[config.mk]
export PLATFORM = sky130hd
export DESIGN_NAME = inv_block_entry_counter_flat
export DESIGN_NICKNAME = d
export VERILOG_FILES = /design/src/ibec_pkg.sv /design/src/ibec_ifs.sv /design/src/inv_block_entry_counter.sv /design/src/ibec_core.sv /design/src/flat_wrapper.sv
export SDC_FILE = /design/constraint.sdc
export NUM_CORES = 1
export LEC_CHECK = 0
export BUFFER_PORTS_ARGS = -buffer_cell sky130_fd_sc_hd__buf_2
export CORE_MARGIN = 5
export CORE_UTILIZATION = 50
export CTS_CLUSTER_SIZE = 30
export DETAILED_ROUTE_END_ITERATION = 10
export PLACE_DENSITY_LB_ADDON = 0.05
export SYNTH_ARGS = -nofsm -noshare
export SYNTH_HDL_FRONTEND = slang
export SYNTH_SLANG_ARGS = --single-unit
[constraint.sdc]
create_clock -name clk -period 7.6 [get_ports clk]
set_clock_uncertainty 0.15 [all_clocks]
set_input_delay 0.76 -clock clk [delete_from_list [all_inputs] [get_ports clk]]
set_output_delay 0.76 -clock clk [all_outputs]
set_load 0.05 [all_outputs]
[src/ibec_pkg.sv]
// Package with the types and constants of the inventory block-entry counter.
`default_nettype none
package ibec_pkg;

  localparam int unsigned CNT_W      = 17;
  localparam int unsigned BYTES_W    = 23;
  localparam int unsigned IDX_W      = 6;
  localparam int unsigned DECL_W     = 64;
  localparam int unsigned TYPE_W     = 32;
  localparam int unsigned LEFT_W     = 4;

  localparam logic [BYTES_W-1:0] MAX_PAYLOAD = 23'd4194304;
  localparam logic [IDX_W-1:0]   ENTRY_BYTES = 6'd36;
  localparam logic [CNT_W-1:0]   CNT_MAX     = 17'h1FFFF;

  localparam logic [7:0] PREFIX_U16 = 8'hfd;
  localparam logic [7:0] PREFIX_U32 = 8'hfe;

  localparam logic [TYPE_W-1:0] WITNESS_MASK = 32'hBFFF_FFFF;
  localparam logic [TYPE_W-1:0] KIND_BLOCK    = 32'd2;
  localparam logic [TYPE_W-1:0] KIND_FILTERED = 32'd3;
  localparam logic [TYPE_W-1:0] KIND_CMPCT    = 32'd4;

  typedef enum logic [1:0] {
    PH_PREFIX = 2'd0,
    PH_COUNT  = 2'd1,
    PH_ENTRY  = 2'd2
  } phase_t;

  typedef struct packed {
    logic [CNT_W-1:0] block_hits;
    logic [CNT_W-1:0] entry_total;
    logic             payload_ok;
  } result_t;

endpackage
`default_nettype wire

[src/ibec_ifs.sv]
// Valid/ready channel interfaces for the input bytes and the result beats.
`default_nettype none
interface ibec_in_if;
  logic       valid;
  logic       ready;
  logic [7:0] data_byte;
  logic       last_byte;

  modport source (output valid, output data_byte, output last_byte, input ready);
  modport sink (input valid, input data_byte, input last_byte, output ready);
endinterface

interface ibec_out_if;
  logic                         valid;
  logic                         ready;
  logic [ibec_pkg::CNT_W-1:0]   block_hits;
  logic [ibec_pkg::CNT_W-1:0]   entry_total;
  logic                         payload_ok;

  modport source (output valid, output block_hits, output entry_total,
                  output payload_ok, input ready);
  modport sink (input valid, input block_hits, input entry_total,
                input payload_ok, output ready);
endinterface
`default_nettype wire

[src/inv_block_entry_counter.sv]
// Top level of the inventory payload block-entry counter.
//
// The in_ch channel carries one payload byte per beat, with last_byte set
// on the final byte of a payload. The out_ch channel carries one result
// beat per payload: the number of block entries, the number of complete
// entries and an ok flag; both counts read zero when the payload is bad.
// Each input beat updates the parser state in the cycle it is accepted, so
// the block takes one byte per cycle. The result of a payload appears in
// the output register in the cycle after its final byte is accepted. The
// output register is the only buffer: while it holds a result that the
// receiver has not taken, in_ch.ready is low; a result taken in the same
// cycle frees it, so bytes keep flowing at one per cycle under no stall.
// After a final byte the parser returns to its start state and the next
// byte begins a new payload. Reset clears the parser and empties the
// output register.
`default_nettype none
module inv_block_entry_counter (
  input  wire logic         clk,
  input  wire logic         rst_n,
  ibec_in_if.sink           in_ch,
  ibec_out_if.source        out_ch
);

  logic               step;
  logic               out_valid_r;
  ibec_pkg::result_t  result;
  ibec_pkg::result_t  out_data_r;

  assign in_ch.ready = !out_valid_r || out_ch.ready;
  assign step        = in_ch.valid && in_ch.ready;

  ibec_core u_core (
    .clk       (clk),
    .rst_n     (rst_n),
    .step      (step),
    .data_byte (in_ch.data_byte),
    .last_byte (in_ch.last_byte),
    .result    (result)
  );

  always_ff @(posedge clk) begin
    if (!rst_n) begin
      out_valid_r <= 1'b0;
    end else if (step && in_ch.last_byte) begin
      out_valid_r <= 1'b1;
    end else if (out_ch.ready) begin
      out_valid_r <= 1'b0;
    end
  end

  always_ff @(posedge clk) begin
    if (step && in_ch.last_byte) begin
      out_data_r <= result;
    end
  end

  assign out_ch.valid       = out_valid_r;
  assign out_ch.block_hits  = out_data_r.block_hits;
  assign out_ch.entry_total = out_data_r.entry_total;
  assign out_ch.payload_ok  = out_data_r.payload_ok;

endmodule
`default_nettype wire

[src/ibec_core.sv]
// Parser state and per-byte update that decodes the count and walks the entries.
`default_nettype none
module ibec_core (
  input  wire logic              clk,
  input  wire logic              rst_n,
  input  wire logic              step,
  input  wire logic [7:0]        data_byte,
  input  wire logic              last_byte,
  output ibec_pkg::result_t      result
);

  ibec_pkg::phase_t                  phase_r, phase_nxt;
  logic [ibec_pkg::LEFT_W-1:0]       left_r, left_nxt;
  logic [ibec_pkg::DECL_W-1:0]       decl_r, decl_nxt;
  logic [ibec_pkg::IDX_W-1:0]        idx_r, idx_nxt;
  logic [ibec_pkg::TYPE_W-1:0]       type_r, type_nxt;
  logic [ibec_pkg::CNT_W-1:0]        seen_r, seen_nxt;
  logic [ibec_pkg::CNT_W-1:0]        match_r, match_nxt;
  logic [ibec_pkg::BYTES_W-1:0]      bytes_r, bytes_nxt;
  logic                              err_r, err_nxt;

  always_comb begin
    logic [ibec_pkg::TYPE_W-1:0] masked;
    logic                        ok;
    phase_nxt = phase_r;
    left_nxt  = left_r;
    decl_nxt  = decl_r;
    idx_nxt   = idx_r;
    type_nxt  = type_r;
    seen_nxt  = seen_r;
    match_nxt = match_r;
    bytes_nxt = bytes_r;
    err_nxt   = err_r;
    masked    = '0;

    if (bytes_r <= ibec_pkg::MAX_PAYLOAD) begin
      bytes_nxt = bytes_r + 1'b1;
    end
    if (bytes_nxt > ibec_pkg::MAX_PAYLOAD) begin
      err_nxt = 1'b1;
    end

    case (phase_r)
      ibec_pkg::PH_COUNT: begin
        decl_nxt[{idx_r[2:0], 3'b000} +: 8] = decl_r[{idx_r[2:0], 3'b000} +: 8] | data_byte;
        idx_nxt = idx_r + 1'b1;
        if (left_r != '0) begin
          left_nxt = left_r - 1'b1;
        end
        if (left_nxt == '0) begin
          phase_nxt = ibec_pkg::PH_ENTRY;
          idx_nxt   = '0;
        end
      end
      ibec_pkg::PH_ENTRY: begin
        if (idx_r < 6'd4) begin
          type_nxt[{idx_r[1:0], 3'b000} +: 8] = type_r[{idx_r[1:0], 3'b000} +: 8] | data_byte;
        end
        idx_nxt = idx_r + 1'b1;
        if (idx_nxt >= ibec_pkg::ENTRY_BYTES) begin
          if (({47'b0, seen_r} >= decl_r) || (seen_r >= ibec_pkg::CNT_MAX)) begin
            err_nxt = 1'b1;
          end else begin
            seen_nxt = seen_r + 1'b1;
            masked   = type_nxt & ibec_pkg::WITNESS_MASK;
            if ((masked == ibec_pkg::KIND_BLOCK) || (masked == ibec_pkg::KIND_FILTERED) ||
                (masked == ibec_pkg::KIND_CMPCT)) begin
              match_nxt = match_r + 1'b1;
            end
          end
          idx_nxt  = '0;
          type_nxt = '0;
        end
      end
      default: begin
        idx_nxt  = '0;
        type_nxt = '0;
        if (data_byte < ibec_pkg::PREFIX_U16) begin
          decl_nxt  = {56'b0, data_byte};
          phase_nxt = ibec_pkg::PH_ENTRY;
        end else begin
          decl_nxt  = '0;
          phase_nxt = ibec_pkg::PH_COUNT;
          if (data_byte == ibec_pkg::PREFIX_U16) begin
            left_nxt = 4'd2;
          end else if (data_byte == ibec_pkg::PREFIX_U32) begin
            left_nxt = 4'd4;
          end else begin
            left_nxt = 4'd8;
          end
        end
      end
    endcase

    ok = !err_nxt && (phase_nxt == ibec_pkg::PH_ENTRY) && (idx_nxt == '0) &&
         ({47'b0, seen_nxt} == decl_nxt);
    result.block_hits  = ok ? match_nxt : '0;
    result.entry_total = ok ? seen_nxt : '0;
    result.payload_ok  = ok;
  end

  always_ff @(posedge clk) begin
    if (!rst_n || (step && last_byte)) begin
      phase_r <= ibec_pkg::PH_PREFIX;
      left_r  <= '0;
      decl_r  <= '0;
      idx_r   <= '0;
      type_r  <= '0;
      seen_r  <= '0;
      match_r <= '0;
      bytes_r <= '0;
      err_r   <= 1'b0;
    end else if (step) begin
      phase_r <= phase_nxt;
      left_r  <= left_nxt;
      decl_r  <= decl_nxt;
      idx_r   <= idx_nxt;
      type_r  <= type_nxt;
      seen_r  <= seen_nxt;
      match_r <= match_nxt;
      bytes_r <= bytes_nxt;
      err_r   <= err_nxt;
    end
  end

endmodule
`default_nettype wire
[src/flat_wrapper.sv]
// flat-port wrapper written by rule: the top's interface ports become plain ports
module inv_block_entry_counter_flat 
  (clk, rst_n, in_ch_valid, in_ch_data_byte, in_ch_last_byte, in_ch_ready, out_ch_valid, out_ch_block_hits, out_ch_entry_total, out_ch_payload_ok, out_ch_ready);
  ibec_in_if in_ch_i ();
  ibec_out_if out_ch_i ();
  input  wire logic clk;
  input  wire logic rst_n;
  input wire logic [$bits(in_ch_i.valid)-1:0] in_ch_valid;
  input wire logic [$bits(in_ch_i.data_byte)-1:0] in_ch_data_byte;
  input wire logic [$bits(in_ch_i.last_byte)-1:0] in_ch_last_byte;
  output wire logic [$bits(in_ch_i.ready)-1:0] in_ch_ready;
  output wire logic [$bits(out_ch_i.valid)-1:0] out_ch_valid;
  output wire logic [$bits(out_ch_i.block_hits)-1:0] out_ch_block_hits;
  output wire logic [$bits(out_ch_i.entry_total)-1:0] out_ch_entry_total;
  output wire logic [$bits(out_ch_i.payload_ok)-1:0] out_ch_payload_ok;
  input wire logic [$bits(out_ch_i.ready)-1:0] out_ch_ready;
  assign in_ch_i.valid = in_ch_valid;
  assign in_ch_i.data_byte = in_ch_data_byte;
  assign in_ch_i.last_byte = in_ch_last_byte;
  assign in_ch_ready = in_ch_i.ready;
  assign out_ch_valid = out_ch_i.valid;
  assign out_ch_block_hits = out_ch_i.block_hits;
  assign out_ch_entry_total = out_ch_i.entry_total;
  assign out_ch_payload_ok = out_ch_i.payload_ok;
  assign out_ch_i.ready = out_ch_ready;
  inv_block_entry_counter u_core (.clk(clk), .rst_n(rst_n), .in_ch(in_ch_i), .out_ch(out_ch_i));
endmodule
Word-level counts from Yosys, hierarchy flattened
Index checks and enable logic that the tools add are counted.
{ "word_totals": {"reg_bits": 202, "latch_bits": 0, "ram_bits": 0, "romBits": 0, "in_bits": 13, "output_inout_bits": 37, "wordCells": 103, "mem_count": 0} }
{ "op_classes": {"addsub": 7, "multipliers": 0, "div_mod_pow": 0, "n_lt_le_gt_ge": 7, "eq_ne": 11, "shifts": 6, "mux": 34, "bitwise_logic": 4, "reduce_logical": 20} }
{ "ops": {"columns": ["operator", "n"], "rows": [
  ["$pmux W64 S2", 1],
  ["$mux W17", 7],
  ["$mux W32", 3],
  ["$bwmux W64", 1],
  ["$eq A17 B64 Y1", 1],
  ["$ge A17 B64 Y1", 1],
  ["$pmux W32 S2", 1],
  ["$shift A8 B8 Y64 const A", 1],
  ["$shiftx A64 B7 Y8", 1],
  ["$shiftx A8 B8 Y64", 1],
  ["$eq A31 B2 Y1 const B", 2],
  ["$add A17 B1 Y17 const B", 2],
  ["$bwmux W32", 1],
  ["$shift A8 B7 Y32 const A", 1],
  ["$shiftx A32 B6 Y8", 1],
  ["$shiftx A8 B7 Y32", 1],
  ["$eq A31 B3 Y1 const B", 1],
  ["$add A23 B1 Y23 const B", 1],
  ["$gt A23 B23 Y1 const B", 1],
  ["$le A23 B23 Y1 const B", 1],
  ["$mux W23", 1],
  ["$mux W4", 5],
  ["$ge A17 B17 Y1 const B", 1],
  ["$eq A8 B8 Y1 const B", 2],
  ["29 further kinds", 50]
]} }

Logic depth before layout (Yosys ltp)
Gate-level depths: netlist (run 1).
{ "depth": {"ltp_word": 13, "ltp_mapped": 19, "mapped_depth_nobuf": 13} }

Cells and area by module
From an unflattened synthesis (run 1), not the netlist that was laid out.
{ "hier_totals": {"cells_unflattened": 1551, "area_unflattened_um2": 12712.2} }
{ "modules_own_cells": {"columns": ["module", "instances", "cells_per_inst", "area_each_um2", "seq_area_each_um2"], "rows": [
  ["ibec_core", 1, 1510, 11589.9, 3323.2],
  ["inv_block_entry_counter", 1, 41, 1122.3, 1071.0]
]} }

Least setup slack after synthesis (run 1)
No wires, ideal clock.
{ "synth_path": {"kind": "register to register", "from": "register u_core.u_core.idx_r[1] (netlist name)", "to": "register u_core.out_data_r (netlist bit u_core.out_ch.block_hits[10]) (data pin)", "setup_ns": 0.171, "arrival_ns": 4.300, "required_time_ns": 7.279, "path_slack_ns": 2.979, "path_stages_with_launch": 20, "path_buffers": 7, "synth_period_minus_slack_ns": 4.621, "path_cell_list": "dfxtp_1 -> buf_4 -> buf_6 -> buf_4 -> buf_2 -> inv_1 -> ha_1 -> ha_1 -> clkbuf_1 -> o31ai_2 -> nor4_1 -> o21ai_1 -> a21oi_1 -> o21ai_1 -> o31a_1 -> nand4b_1 -> or4_1 -> buf_4 -> buf_6 -> nor4_2"} }
{ "synth_via": {"elab_chain_cells": 13, "word_cells_on_any_way": 40, "classes_between": "add/sub: 3; order compare: 2; eq/ne: 4; shift: 6; mux: 16; bitwise: 2; reduce/logical: 7"} }
{ "synth_rtl": {"columns": ["element", "line", "text"], "rows": [
  ["start: declaration", "ibec_core.sv:15", "logic [ibec_pkg::IDX_W-1:0] idx_r, idx_nxt;"],
  ["start signal: assignment", "ibec_core.sv:117", "idx_r <= idx_nxt;"],
  ["$shiftx A32 B6 Y8", "ibec_core.sv:57", "type_nxt[{idx_r[1:0], 3'b000} +: 8] = type_r[{idx_r[1:0], 3'b000} +: 8] | data_byte;"],
  ["$or A8 B8 Y8", "ibec_core.sv:57", null],
  ["$shiftx A8 B7 Y32", "ibec_core.sv:57", null],
  ["$bwmux W32", "ibec_core.sv:57", null],
  ["$mux W32", "ibec_core.sv:56", "if (idx_r < 6'd4) begin"],
  ["$mux W32", "ibec_core.sv:43", "case (phase_r)"],
  ["$eq A31 B2 Y1", "ibec_core.sv:66", "if ((masked == ibec_pkg::KIND_BLOCK) || (masked == ibec_pkg::KIND_FILTERED) ||"],
  ["$logic_or A1 B1 Y1 (2 in series)", "ibec_core.sv:66", null],
  ["$mux W17", "ibec_core.sv:66", null],
  ["$mux W17", "ibec_core.sv:61", "if (({47'b0, seen_r} >= decl_r) || (seen_r >= ibec_pkg::CNT_MAX)) begin"],
  ["$mux W17", "ibec_core.sv:60", "if (idx_nxt >= ibec_pkg::ENTRY_BYTES) begin"],
  ["$mux W17", "ibec_core.sv:43", null],
  ["end signal: assignment", "inv_block_entry_counter.sv:53", "out_data_r <= result;"],
  ["end: declaration", "inv_block_entry_counter.sv:27", "ibec_pkg::result_t out_data_r;"]
]} }
Several ways; a longest one is shown, not always the timed one. The select of a mux whose other input is x is not followed.
A chain may end at the register's enable or synchronous reset.

Worst setup path in the final report (run 1)
{ "layout_path": {"from": "register u_core.u_core.idx_r[2] (netlist name)", "to": "register u_core.out_data_r (netlist bit u_core.out_ch.entry_total[10]) (data pin)"} }
{ "layout_via": {"elab_chain_cells": 8, "word_cells_on_any_way": 22, "classes_between": "add/sub: 2; order compare: 1; eq/ne: 1; shift: 3; mux: 9; bitwise: 1; reduce/logical: 5"} }
{ "layout_rtl": {"columns": ["element"], "rows": [
  ["branches (longest 8 deep; another with $shiftx A64 B7 Y8)"]
]} }
Parallel ways; which one is timed is not known.

==> impl_metrics.csv, run 1 <==
group,metric,value,unit
detailed_routing,wl_per_cell,22.2,um
timing,setup_viol,0,
floorplanning,core_area,25800,um2
timing,tns,0,ps
clock_tree,clk_pin_slew,70,ps
critical_path,path_cells,"inv_1, ha_1, o31ai_2, nor4_1, o21ai_1, a21oi_1, o21ai_1, o31a_1, nand4b_1, or4_2, a2111oi_2",
power_and_ir_drop,ir_drop,215,uV
layout,final_nets,1595,
place,dpl-instance-area,13200,um2
yosys,yosys.area.top_type,"dfxtp_1",
critical_path,cpPeakStageDelay,1160,ps
critical_path,critPathKind,"flop to flop",
yosys,synth_area_leaders,"dfxtp_1 26%, edfxtp_1 8.1%, nor2_1 6.6%",
layout,num_antenna_cells,0,
detailed_routing,num_vias,12500,
detailed_routing,vias_per_cell,6.58,
place,place_ws,2240,ps
yosys,synth_common_cells,"231 x nor2_1, 167 x dfxtp_1, 112 x nand2_1",
power_and_ir_drop,p_leak,0.00463,uW
status,status,"completed",
timing,worst_pin_slew,1180,ps
power_and_ir_drop,p_per_area,189,nW/um2
critical_path,r2r_start,"u_core.u_core.idx_r[2]$_SDFFE_PP0P_",
power_and_ir_drop,combinationalPowerShare,11.7,%
place,hpwl,29.4,mm
layout,area_delta_synth_final,8.07,%
layout,n_fill_cell,2461,
critical_path,worstSetupEndpointType,"flop",
detailed_routing,drt_wl_total,42.2,mm
layout,drive_gt1_share,10.4,%
place,gp_congestion,1.06,
detailed_routing,firstDrtPassIters,6,
power_and_ir_drop,power.switching,719,uW
critical_path,critical_path_arrival,5690,ps
critical_path,cpMostUsedCell,"o21ai_1",
power_and_ir_drop,p_sw_share,27.0,%
run,cap_violations,0,
floorplanning,die_x,172,um
global_routing,grt.overflow.total,0,
yosys,netlist.area_leader.share,25.6,%
critical_path,critPathBufInv,1,
min_path,hold_path_class,"flop to flop",
detailed_routing,drt-initial-drc-count,1659,
yosys,synth_cell_types,89,
place,dp_cells,1859,
yosys,syn_inst,1583,
detailed_routing,ant_nets,0,
critical_path,crit_fanout,35,
timing,min_period,5510,ps
yosys,yosysSeqAreaShare,33.7,%
yosys,yosys_warnings,0,
timing,fin_ws,2090,ps
clock_tree,cts_resized,0,
floorplanning,ios,50,
clock_tree,post_cts_buffers,0,
min_path,min_from,"u_core.u_core.type_r[26]$_SDFFE_PP0P_",
yosys,yosysMostFrequentCell,"nor2_1",
global_routing,grt_antenna_before_repair,1,
critical_path,worstPathRequired,7780,ps
floorplanning,dieArea,29400,um2
yosys,ys_async_sr_fraction,0,%
place,port_buffers,49,
yosys,synth.avg_cell_area,8.24,um2
clock_tree,max-clock-path-buffers,3,
power_and_ir_drop,power_frac_seq,42.1,%
clock_tree,cts_tree,"yes",
timing,slew_headroom,20.6,%
critical_path,critPathLaunchType,"flop",
timing,fin_hold_ws,318,ps
yosys,synth_nets,1628,
floorplanning,dieHeight,172,um
clock_tree,cts-root-buf,"clkbuf_16",
power_and_ir_drop,intPower,1940,uW
clock_tree,cts_hold_buf,0,
yosys,synth_edf_count,35,
global_routing,grt_max_degree,75,
yosys,synthFlopType,"dfxtp_1",
layout,design_area,14100,um2
clock_tree,cts_max_level,1,
detailed_routing,drc_errors,0,
clock_tree,clk_latency,530,ps
timing,fmax,182,MHz
timing,hold_viol,0,
power_and_ir_drop,p_clk_share,46.2,%
yosys,ys_ff_latch,202,
critical_path,cp-startpoint,"u_core.u_core.idx_r[2]$_SDFFE_PP0P_",
global_routing,globalRouteTotalUtil,28.0,%
global_routing,grt_pass1_vias,11600,
clock_tree,cts.sinks,202,
critical_path,critical-path-top-delay-family,"simple AND/OR/NAND/NOR gates",
floorplanning,initial_core_util,50.5,%
timing,slew_violations,0,
global_routing,grt_first_pass_wirelength,66.6,mm
floorplanning,rows,59,
yosys,syn_area,13000,um2
clock_tree,cts_buffers,24,
timing,finalCritPeriodShare,72.5,%
critical_path,cp_slowest_cell,"or4_2",
timing,rsz0062_at_grt,"false",
layout,final_cells,1902,
## per-layer routing
layer / GRT usage (%) / vias up / share of wire (%)
li1: - / 5749 / -
met1: 40.2 / 5988 / 44
met2: 42.1 / 653 / 43
met3: 4.57 / 126 / 8.6
met4: 11.3 / 0 / 4.5
met5: 0 / - / 0
## state kept, by name, indices dropped and copies added, names as in the netlist
name / cells
u_core.out_ch.block_hits: 17
u_core.out_ch.entry_total: 17
u_core.out_ch.payload_ok: 1
u_core.out_ch.valid: 1
u_core.u_core.bytes_r: 23
u_core.u_core.decl_r: 64
u_core.u_core.err_r: 1
u_core.u_core.idx_r: 6
u_core.u_core.left_r: 4
u_core.u_core.match_r: 17
u_core.u_core.phase_r: 2
u_core.u_core.seen_r: 17
u_core.u_core.type_r: 32
## layout make-up
| class | instances | area, um2 | area share [%] |
|---|---|---|---|
| tap | 335 | 419 | 2.97 |
| inverter | 49 | 184 | 1.31 |
| clock inverter | 11 | 169 | 1.20 |
| clock buffer | 32 | 682 | 4.84 |
| timing repair buffer | 63 | 350 | 2.49 |
| multi-input combinational | 1210 | 7890 | 56.0 |
| sequential | 202 | 4400 | 31.2 |
## power groups by stage
stage / clock (uW) / sequential (uW) / combinational, uW
2_1_floorplan: 0 / 1160 / 199
3_3_place_gp: 0 / 1140 / 305
3_5_place_dp: 0 / 1140 / 306
4_1_cts: 1260 / 1120 / 307
5_1_grt: 1300 / 1120 / 333
6_report: 1230 / 1120 / 312
## tightest hold or removal path, stage by stage, from the launching register on
cell	delay (ps)
dfxtp_1	320
nand2_1	60
a21oi_1	50
## path summary, 6_finish.rpt
check	endpoint	slack, ps	cells past startpoint
max	u_core.out_ch.entry_total[10]$_SDFFCE_PN0P_	2090	11
max reg2reg	u_core.out_ch.entry_total[10]$_SDFFCE_PN0P_	2090	11
min reg2reg	u_core.u_core.type_r[26]$_SDFFE_PP0P_	320	2
min	u_core.u_core.type_r[26]$_SDFFE_PP0P_	320	2
## cells by family after synthesis
logic type      Yosys count  synth area share (%)
buf+inv                 171                  5.86
mux                      52                  4.27
compound gates          352                  19.2
flops                   202                  33.7
xor+xnor                 94                  6.54
fa+ha+maj                32                  3.07
simple gates            680                  27.3
## metrics by stage
| step | util (%) | power [uW] |
|---|---|---|
| 2_1_floorplan | - | 1360 |
| 3_3_place_gp | 51.3 | 1450 |
| 3_5_place_dp | 51.3 | 1450 |
| 4_1_cts | 54.5 | 2680 |
| 5_1_grt | 54.5 | 2750 |
| 6_report | 54.5 | 2660 |
## cell usage in the layout, fill, tap and decap left out, types with 15 or more instances in the layout
cell       instances
nor4_1            21
a211oi_1          23
xnor2_1           45
buf_2             49
clkbuf_16         25
or4_1             15
or3_1             21
ha_1              32
nand2_1          111
nand4_1           37
a22oi_1           83
edfxtp_1          35
nand3_1           55
xor2_1            47
and3_1            21
nor3_1            51
dfxtp_1          165
nor4_2            29
and2_1            18
nor2_1           231
o21ai_0           40
a31oi_1           16
inv_1             48
mux2i_1           41
a21oi_1           65
No activity file was read; power rests on OpenSTA's default activity.
==> run 2: changes to the inputs <==
==> constraint.sdc (replaced) <==
create_clock -name clk -period 4.5 [get_ports clk]
set_clock_uncertainty 0.15 [all_clocks]
set_input_delay 0.45 -clock clk [delete_from_list [all_inputs] [get_ports clk]]
set_output_delay 0.45 -clock clk [all_outputs]
set_load 0.05 [all_outputs]
==> impl_metrics.csv, run 2 (same netlist as run 1, synthesis figures left out) <==
group,metric,value,unit
detailed_routing,wl_per_cell,22.0,um
global_routing,top_usage_layer,"met2",
timing,finalCritPeriodShare,97.6,%
place,dpl-instance-area,14500,um2
critical_path,r2r_start,"u_core.u_core.decl_r[11]$_SDFFE_PP0P_",
clock_tree,clk_latency,530,ps
place,dp_cells,2011,
global_routing,grt_max_degree,67,
timing,fin_ws,106,ps
critical_path,critPathKind,"flop to flop",
floorplanning,core_area,25800,um2
layout,area_delta_synth_final,17.9,%
clock_tree,cts_hold_buf,0,
critical_path,regToRegSetupSlack,110,ps
critical_path,worstPathRequired,4690,ps
timing,slew_headroom,33.2,%
timing,fin_hold_ws,58.3,ps
layout,final_cells,2055,
place,port_buffers,49,
detailed_routing,firstDrtPassIters,6,
layout,n_fill_cell,2425,
critical_path,critical_path_arrival,4580,ps
place,place_ws,-120,ps
detailed_routing,drt-initial-drc-count,1314,
timing,worst_pin_slew,994,ps
timing,min_period,4390,ps
timing,hold_viol,0,
layout,final_cell_mix,"231 x nor2_1, 165 x dfxtp_1, 157 x buf_4",
layout,drive_gt1_share,18.9,%
place,gp_congestion,1.03,
run,cap_violations,0,
layout,final_nets,1748,
clock_tree,clk_pin_slew,60,ps
floorplanning,dieHeight,172,um
min_path,hold_path_class,"input port to flop",
layout,largestRegisters,"u_core.u_core.decl_r: 64 flops, u_core.u_core.type_r: 32 flops, u_core.u_core.bytes_r: 23 flops",
global_routing,grtUsageMet3,3.40,%
layout,largest_reg_flops,64,
layout,num_antenna_cells,0,
power_and_ir_drop,p_per_area,291,nW/um2
global_routing,grt_pass1_vias,12100,
global_routing,use_met1,42.7,%
power_and_ir_drop,ir_drop,404,uV
critical_path,worstReg2RegEnd,"u_core.out_ch.entry_total[10]$_SDFFCE_PN0P_",
timing,rsz0062_at_grt,"true",
detailed_routing,ant_nets,0,
layout,mostFrequentLayoutCell,"nor2_1",
clock_tree,cts_tree,"yes",
floorplanning,initial_core_util,50.5,%
detailed_routing,drc_errors,0,
status,status,"completed",
layout,regMostFlops,"u_core.u_core.decl_r",
floorplanning,rows,59,
critical_path,r2r_cells,14,
critical_path,cp-startpoint,"u_core.u_core.decl_r[11]$_SDFFE_PP0P_",
detailed_routing,num_vias,12900,
power_and_ir_drop,p_leak,0.00544,uW
global_routing,grt.overflow.total,0,
floorplanning,die_x,172,um
floorplanning,dieArea,29400,um2
floorplanning,ios,50,
place,hpwl,33.0,mm
clock_tree,max-clock-path-buffers,3,
timing,setup_viol,0,
global_routing,globalRouteTotalUtil,30.1,%
global_routing,globalRouteMet2Util,48.2,%
critical_path,crit_fanout,16,
global_routing,grt_first_pass_wirelength,70.2,mm
timing,fmax,228,MHz
clock_tree,cts_max_level,1,
timing,slew_violations,0,
layout,design_area,15400,um2
detailed_routing,vias_per_cell,6.30,
detailed_routing,drt_wl_total,45.3,mm
critical_path,endpoint,"u_core.out_ch.entry_total[10]$_SDFFCE_PN0P_",
clock_tree,cts.sinks,202,
clock_tree,cts_buffers,25,
clock_tree,post_cts_buffers,0,
global_routing,grt_antenna_before_repair,0,
clock_tree,cts-root-buf,"clkbuf_16",
critical_path,worstSetupEndpointType,"flop",
critical_path,critPathLaunchType,"flop",
run 2: area by class of cell:
type                            count  area (um2)  share of cell area, %
Timing Repair Buffer              215        1580                   10.3
Tap cell                          335         419                   2.73
Multi-Input combinational cell   1210        8010                   52.1
Clock buffer                       37         732                   4.76
Inverter                           49         184                   1.20
Clock inverter                      7        58.8                  0.382
Sequential cell                   202        4400                   28.6
run 2: worst min path at each step:
stage,cells after the start,end,start,slack (ps)
after global routing,2,u_core.out_ch.valid$_SDFFE_PN0P_,rst_n,60
after detailed placement,2,u_core.u_core.type_r[3]$_SDFFE_PP0P_,u_core.u_core.type_r[3]$_SDFFE_PP0P_,310
after global placement,2,u_core.u_core.type_r[26]$_SDFFE_PP0P_,u_core.u_core.type_r[26]$_SDFFE_PP0P_,300
final,2,u_core.out_ch.valid$_SDFFE_PN0P_,rst_n,60
after floorplan,2,u_core.u_core.type_r[26]$_SDFFE_PP0P_,u_core.u_core.type_r[26]$_SDFFE_PP0P_,290
after CTS,2,u_core.out_ch.valid$_SDFFE_PN0P_,rst_n,50
run 2: worst max-delay path, stage by stage (launching register included):
cell,delay (ps)
dfxtp_1,330
inv_1,50
ha_1,300
nand4_1,170
or4_1,550
o32a_1,350
a211oi_4,390
buf_12,180
nor2_2,50
buf_4,170
o32a_1,330
nor4bb_1,360
nand4_1,210
buf_4,280
a2111oi_2,360
run 2: per-layer routing:
| metal | routed length (um) | up-vias | share of wire (%) |
|---|---|---|---|
| met1 | 19800 | 6192 | 44 |
| met4 | 1660 | 0 | 3.7 |
| met5 | 0 | - | 0 |
| li1 | - | 6064 | - |
| met3 | 3330 | 106 | 7.3 |
| met2 | 20500 | 575 | 45 |
run 2: where the power goes:
part           internal [uW]  total, uW  switching, uW
registers               1860       1880           18.8
clock network           1170       1960            786
logic                    190        632            442
run 2: per-stage QoR:
| stage | power, uW | setup TNS [ps] | utilization (%) |
|---|---|---|---|
| floorplan | 2310 | 0 | - |
| global placement | 2520 | 0 | 56.1 |
| detailed placement | 2520 | -1030 | 56.1 |
| CTS | 4490 | 0 | 59.3 |
| global route | 4630 | -31.5 | 59.5 |
| finish | 4470 | 0 | 59.5 |
run 2: what timing repair did:
item | in CTS | in global routing
pin swaps | 0 | 3
setup endpoints to repair | 33 | 35
resized for setup | 6 | 10
==> run 3: changes to the inputs <==
--- a/config.mk
+++ b/config.mk
@@ -10,6 +10,7 @@
 export CORE_UTILIZATION = 50
 export CTS_CLUSTER_SIZE = 30
 export DETAILED_ROUTE_END_ITERATION = 10
+export MAX_ROUTING_LAYER = met4
 export PLACE_DENSITY_LB_ADDON = 0.05
 export SYNTH_ARGS = -nofsm -noshare
 export SYNTH_HDL_FRONTEND = slang
==> impl_metrics.csv, run 3 (same netlist as run 1, synthesis figures left out) <==
group,metric,value,unit
timing,slew_violations,0,
detailed_routing,vias_per_cell,6.31,
layout,mostFrequentLayoutCell,"nor2_1",
timing,fmax,222,MHz
timing,fin_hold_ws,59.6,ps
critical_path,crit_fanout,19,
layout,largest_reg_flops,64,
power_and_ir_drop,ir_drop,321,uV
place,hpwl,32.5,mm
critical_path,worstSetupEndpointType,"flop",
timing,slew_headroom,36.5,%
timing,hold_viol,0,
power_and_ir_drop,p_leak,0.00515,uW
timing,tns,-5.83,ps
floorplanning,rows,59,
layout,design_area,15000,um2
power_and_ir_drop,p_sw_share,28.9,%
layout,regMostFlops,"u_core.u_core.decl_r",
layout,final_nets,1702,
power_and_ir_drop,power.switching,1260,uW
timing,worst_pin_slew,953,ps
critical_path,path_cells,"buf_4, buf_4, ha_1, nor2b_1, a31oi_1, buf_4, buf_4, and2_1, a2111oi_0, a221oi_1, o211ai_1, a2111oi_2, buf_4, nand4_1, buf_4, nor3_1",
detailed_routing,drc_errors,0,
detailed_routing,drt_wl_total,44.6,mm
detailed_routing,wl_per_cell,22.2,um
clock_tree,clk_latency,540,ps
min_path,min_from,"rst_n",
power_and_ir_drop,intPower,3100,uW
critical_path,critPathBufInv,6,
power_and_ir_drop,p_clk_share,42.5,%
global_routing,grt_first_pass_wirelength,70.2,mm
detailed_routing,ant_nets,0,
clock_tree,cts_buffers,24,
place,gp_congestion,1.03,
power_and_ir_drop,p_per_area,291,nW/um2
layout,final_cells,2007,
status,status,"finished with violations",
clock_tree,cts_tree,"yes",
floorplanning,dieArea,29400,um2
global_routing,grt.overflow.total,0,
timing,setup_viol,1,
critical_path,cpMostUsedCell,"buf_4",
status,violations,"setup timing",
power_and_ir_drop,power_frac_seq,43.3,%
timing,fin_ws,-5.83,ps
critical_path,critPathKind,"flop to flop",
global_routing,grt_pass1_vias,11900,
floorplanning,core_area,25800,um2
layout,final_cell_mix,"231 x nor2_1, 165 x dfxtp_1, 113 x buf_4",
critical_path,cp_slowest_cell,"a2111oi_0",
floorplanning,ios,50,
clock_tree,cts.sinks,202,
floorplanning,initial_core_util,50.5,%
critical_path,worstPathRequired,4610,ps
detailed_routing,num_vias,12700,
critical_path,cp-startpoint,"u_core.u_core.idx_r[0]$_SDFFE_PP0P_",
critical_path,critical_path_arrival,4620,ps
clock_tree,max-clock-path-buffers,3,
clock_tree,cts_hold_buf,0,
layout,largestRegisters,"u_core.u_core.decl_r: 64 flops, u_core.u_core.type_r: 32 flops, u_core.u_core.bytes_r: 23 flops",
detailed_routing,drt-initial-drc-count,1396,
min_path,hold_path_class,"input port to flop",
critical_path,r2r_start,"u_core.u_core.idx_r[0]$_SDFFE_PP0P_",
power_and_ir_drop,combinationalPowerShare,14.2,%
place,dp_cells,1963,
global_routing,globalRouteTotalUtil,31.0,%
floorplanning,die_x,172,um
floorplanning,dieHeight,172,um
global_routing,grt_antenna_before_repair,1,
critical_path,cpPeakStageDelay,790,ps
place,port_buffers,49,
timing,min_period,4510,ps
layout,area_delta_synth_final,14.7,%
run,cap_violations,0,
layout,drive_gt1_share,16.9,%
critical_path,critPathLaunchType,"flop",
clock_tree,cts_max_level,1,
critical_path,critical-path-top-delay-family,"compound AO/OA/AOI/OAI gates",
global_routing,grt_max_degree,69,
clock_tree,clk_pin_slew,60,ps
place,dpl-instance-area,14100,um2
clock_tree,cts-root-buf,"clkbuf_16",
detailed_routing,firstDrtPassIters,7,
timing,finalCritPeriodShare,100,%
==> run 3: path summary, 6_finish.rpt <==
path                                                 to  slack (ps)  cells past startpoint
hold reg to reg   u_core.u_core.type_r[25]$_SDFFE_PP0P_         320                      2
setup / recovery     u_core.out_ch.payload_ok$_DFFE_PP_          -6                     16
setup reg to reg     u_core.out_ch.payload_ok$_DFFE_PP_          -6                     16
hold / removal         u_core.out_ch.valid$_SDFFE_PN0P_          60                      2
==> run 3: metrics by stage <==
stage / setup WS (ps) / utilization, % / total power [uW]
6_report: -5.83 / 57.9 / 4360
5_1_grt: -7.79 / 57.9 / 4510
4_1_cts: 125 / 57.5 / 4380
3_5_place_dp: 148 / 54.6 / 2520
3_3_place_gp: 203 / 54.6 / 2520
2_1_floorplan: 3.00 / - / 2310
==> run 3: repair_timing <==
action | CTS | global route
resized for setup | 0 | 19
buffers inserted | 0 | 3
hold endpoints to repair | 0 | 0
endpoints found under the setup margin | 0 | 30
==> run 3: power groups by stage <==
stage | logic (uW) | clock network [uW] | registers (uW)
CTS | 595 | 1890 | 1890
global placement | 594 | 0 | 1930
finish | 617 | 1850 | 1890
detailed placement | 593 | 0 | 1930
global route | 651 | 1970 | 1890
floorplan | 338 | 0 | 1970
==> run 3: per-layer routing <==
metal | up-vias | global-route usage, % | wire (um)
met4 | 0 | 9.20 | 1630
met1 | 6045 | 42.8 | 19700
li1 | 5994 | - | -
met2 | 517 | 47.2 | 19900
met5 | - | - | 0
met3 | 117 | 4.78 | 3340
==> run 3: final cells by class <==
type	instances	area, um2
Antenna cell	1	2.50
Clock buffer	28	668
Clock inverter	12	70.1
Fill cell	2458	10900
Inverter	49	184
Multi-Input combinational cell	1210	7990
Sequential cell	202	4400
Tap cell	335	419
Timing Repair Buffer	170	1230
==> run 3: worst register-to-register path: stages (launching register included) <==
cell and delay (ps):
dfxtp_2 350, buf_4 220, buf_4 190, ha_1 340
nor2b_1 280, a31oi_1 130, buf_4 160, buf_4 160
and2_1 170, a2111oi_0 790, a221oi_1 200, o211ai_1 260
a2111oi_2 120, buf_4 140, nand4_1 110, buf_4 340
nor3_1 120
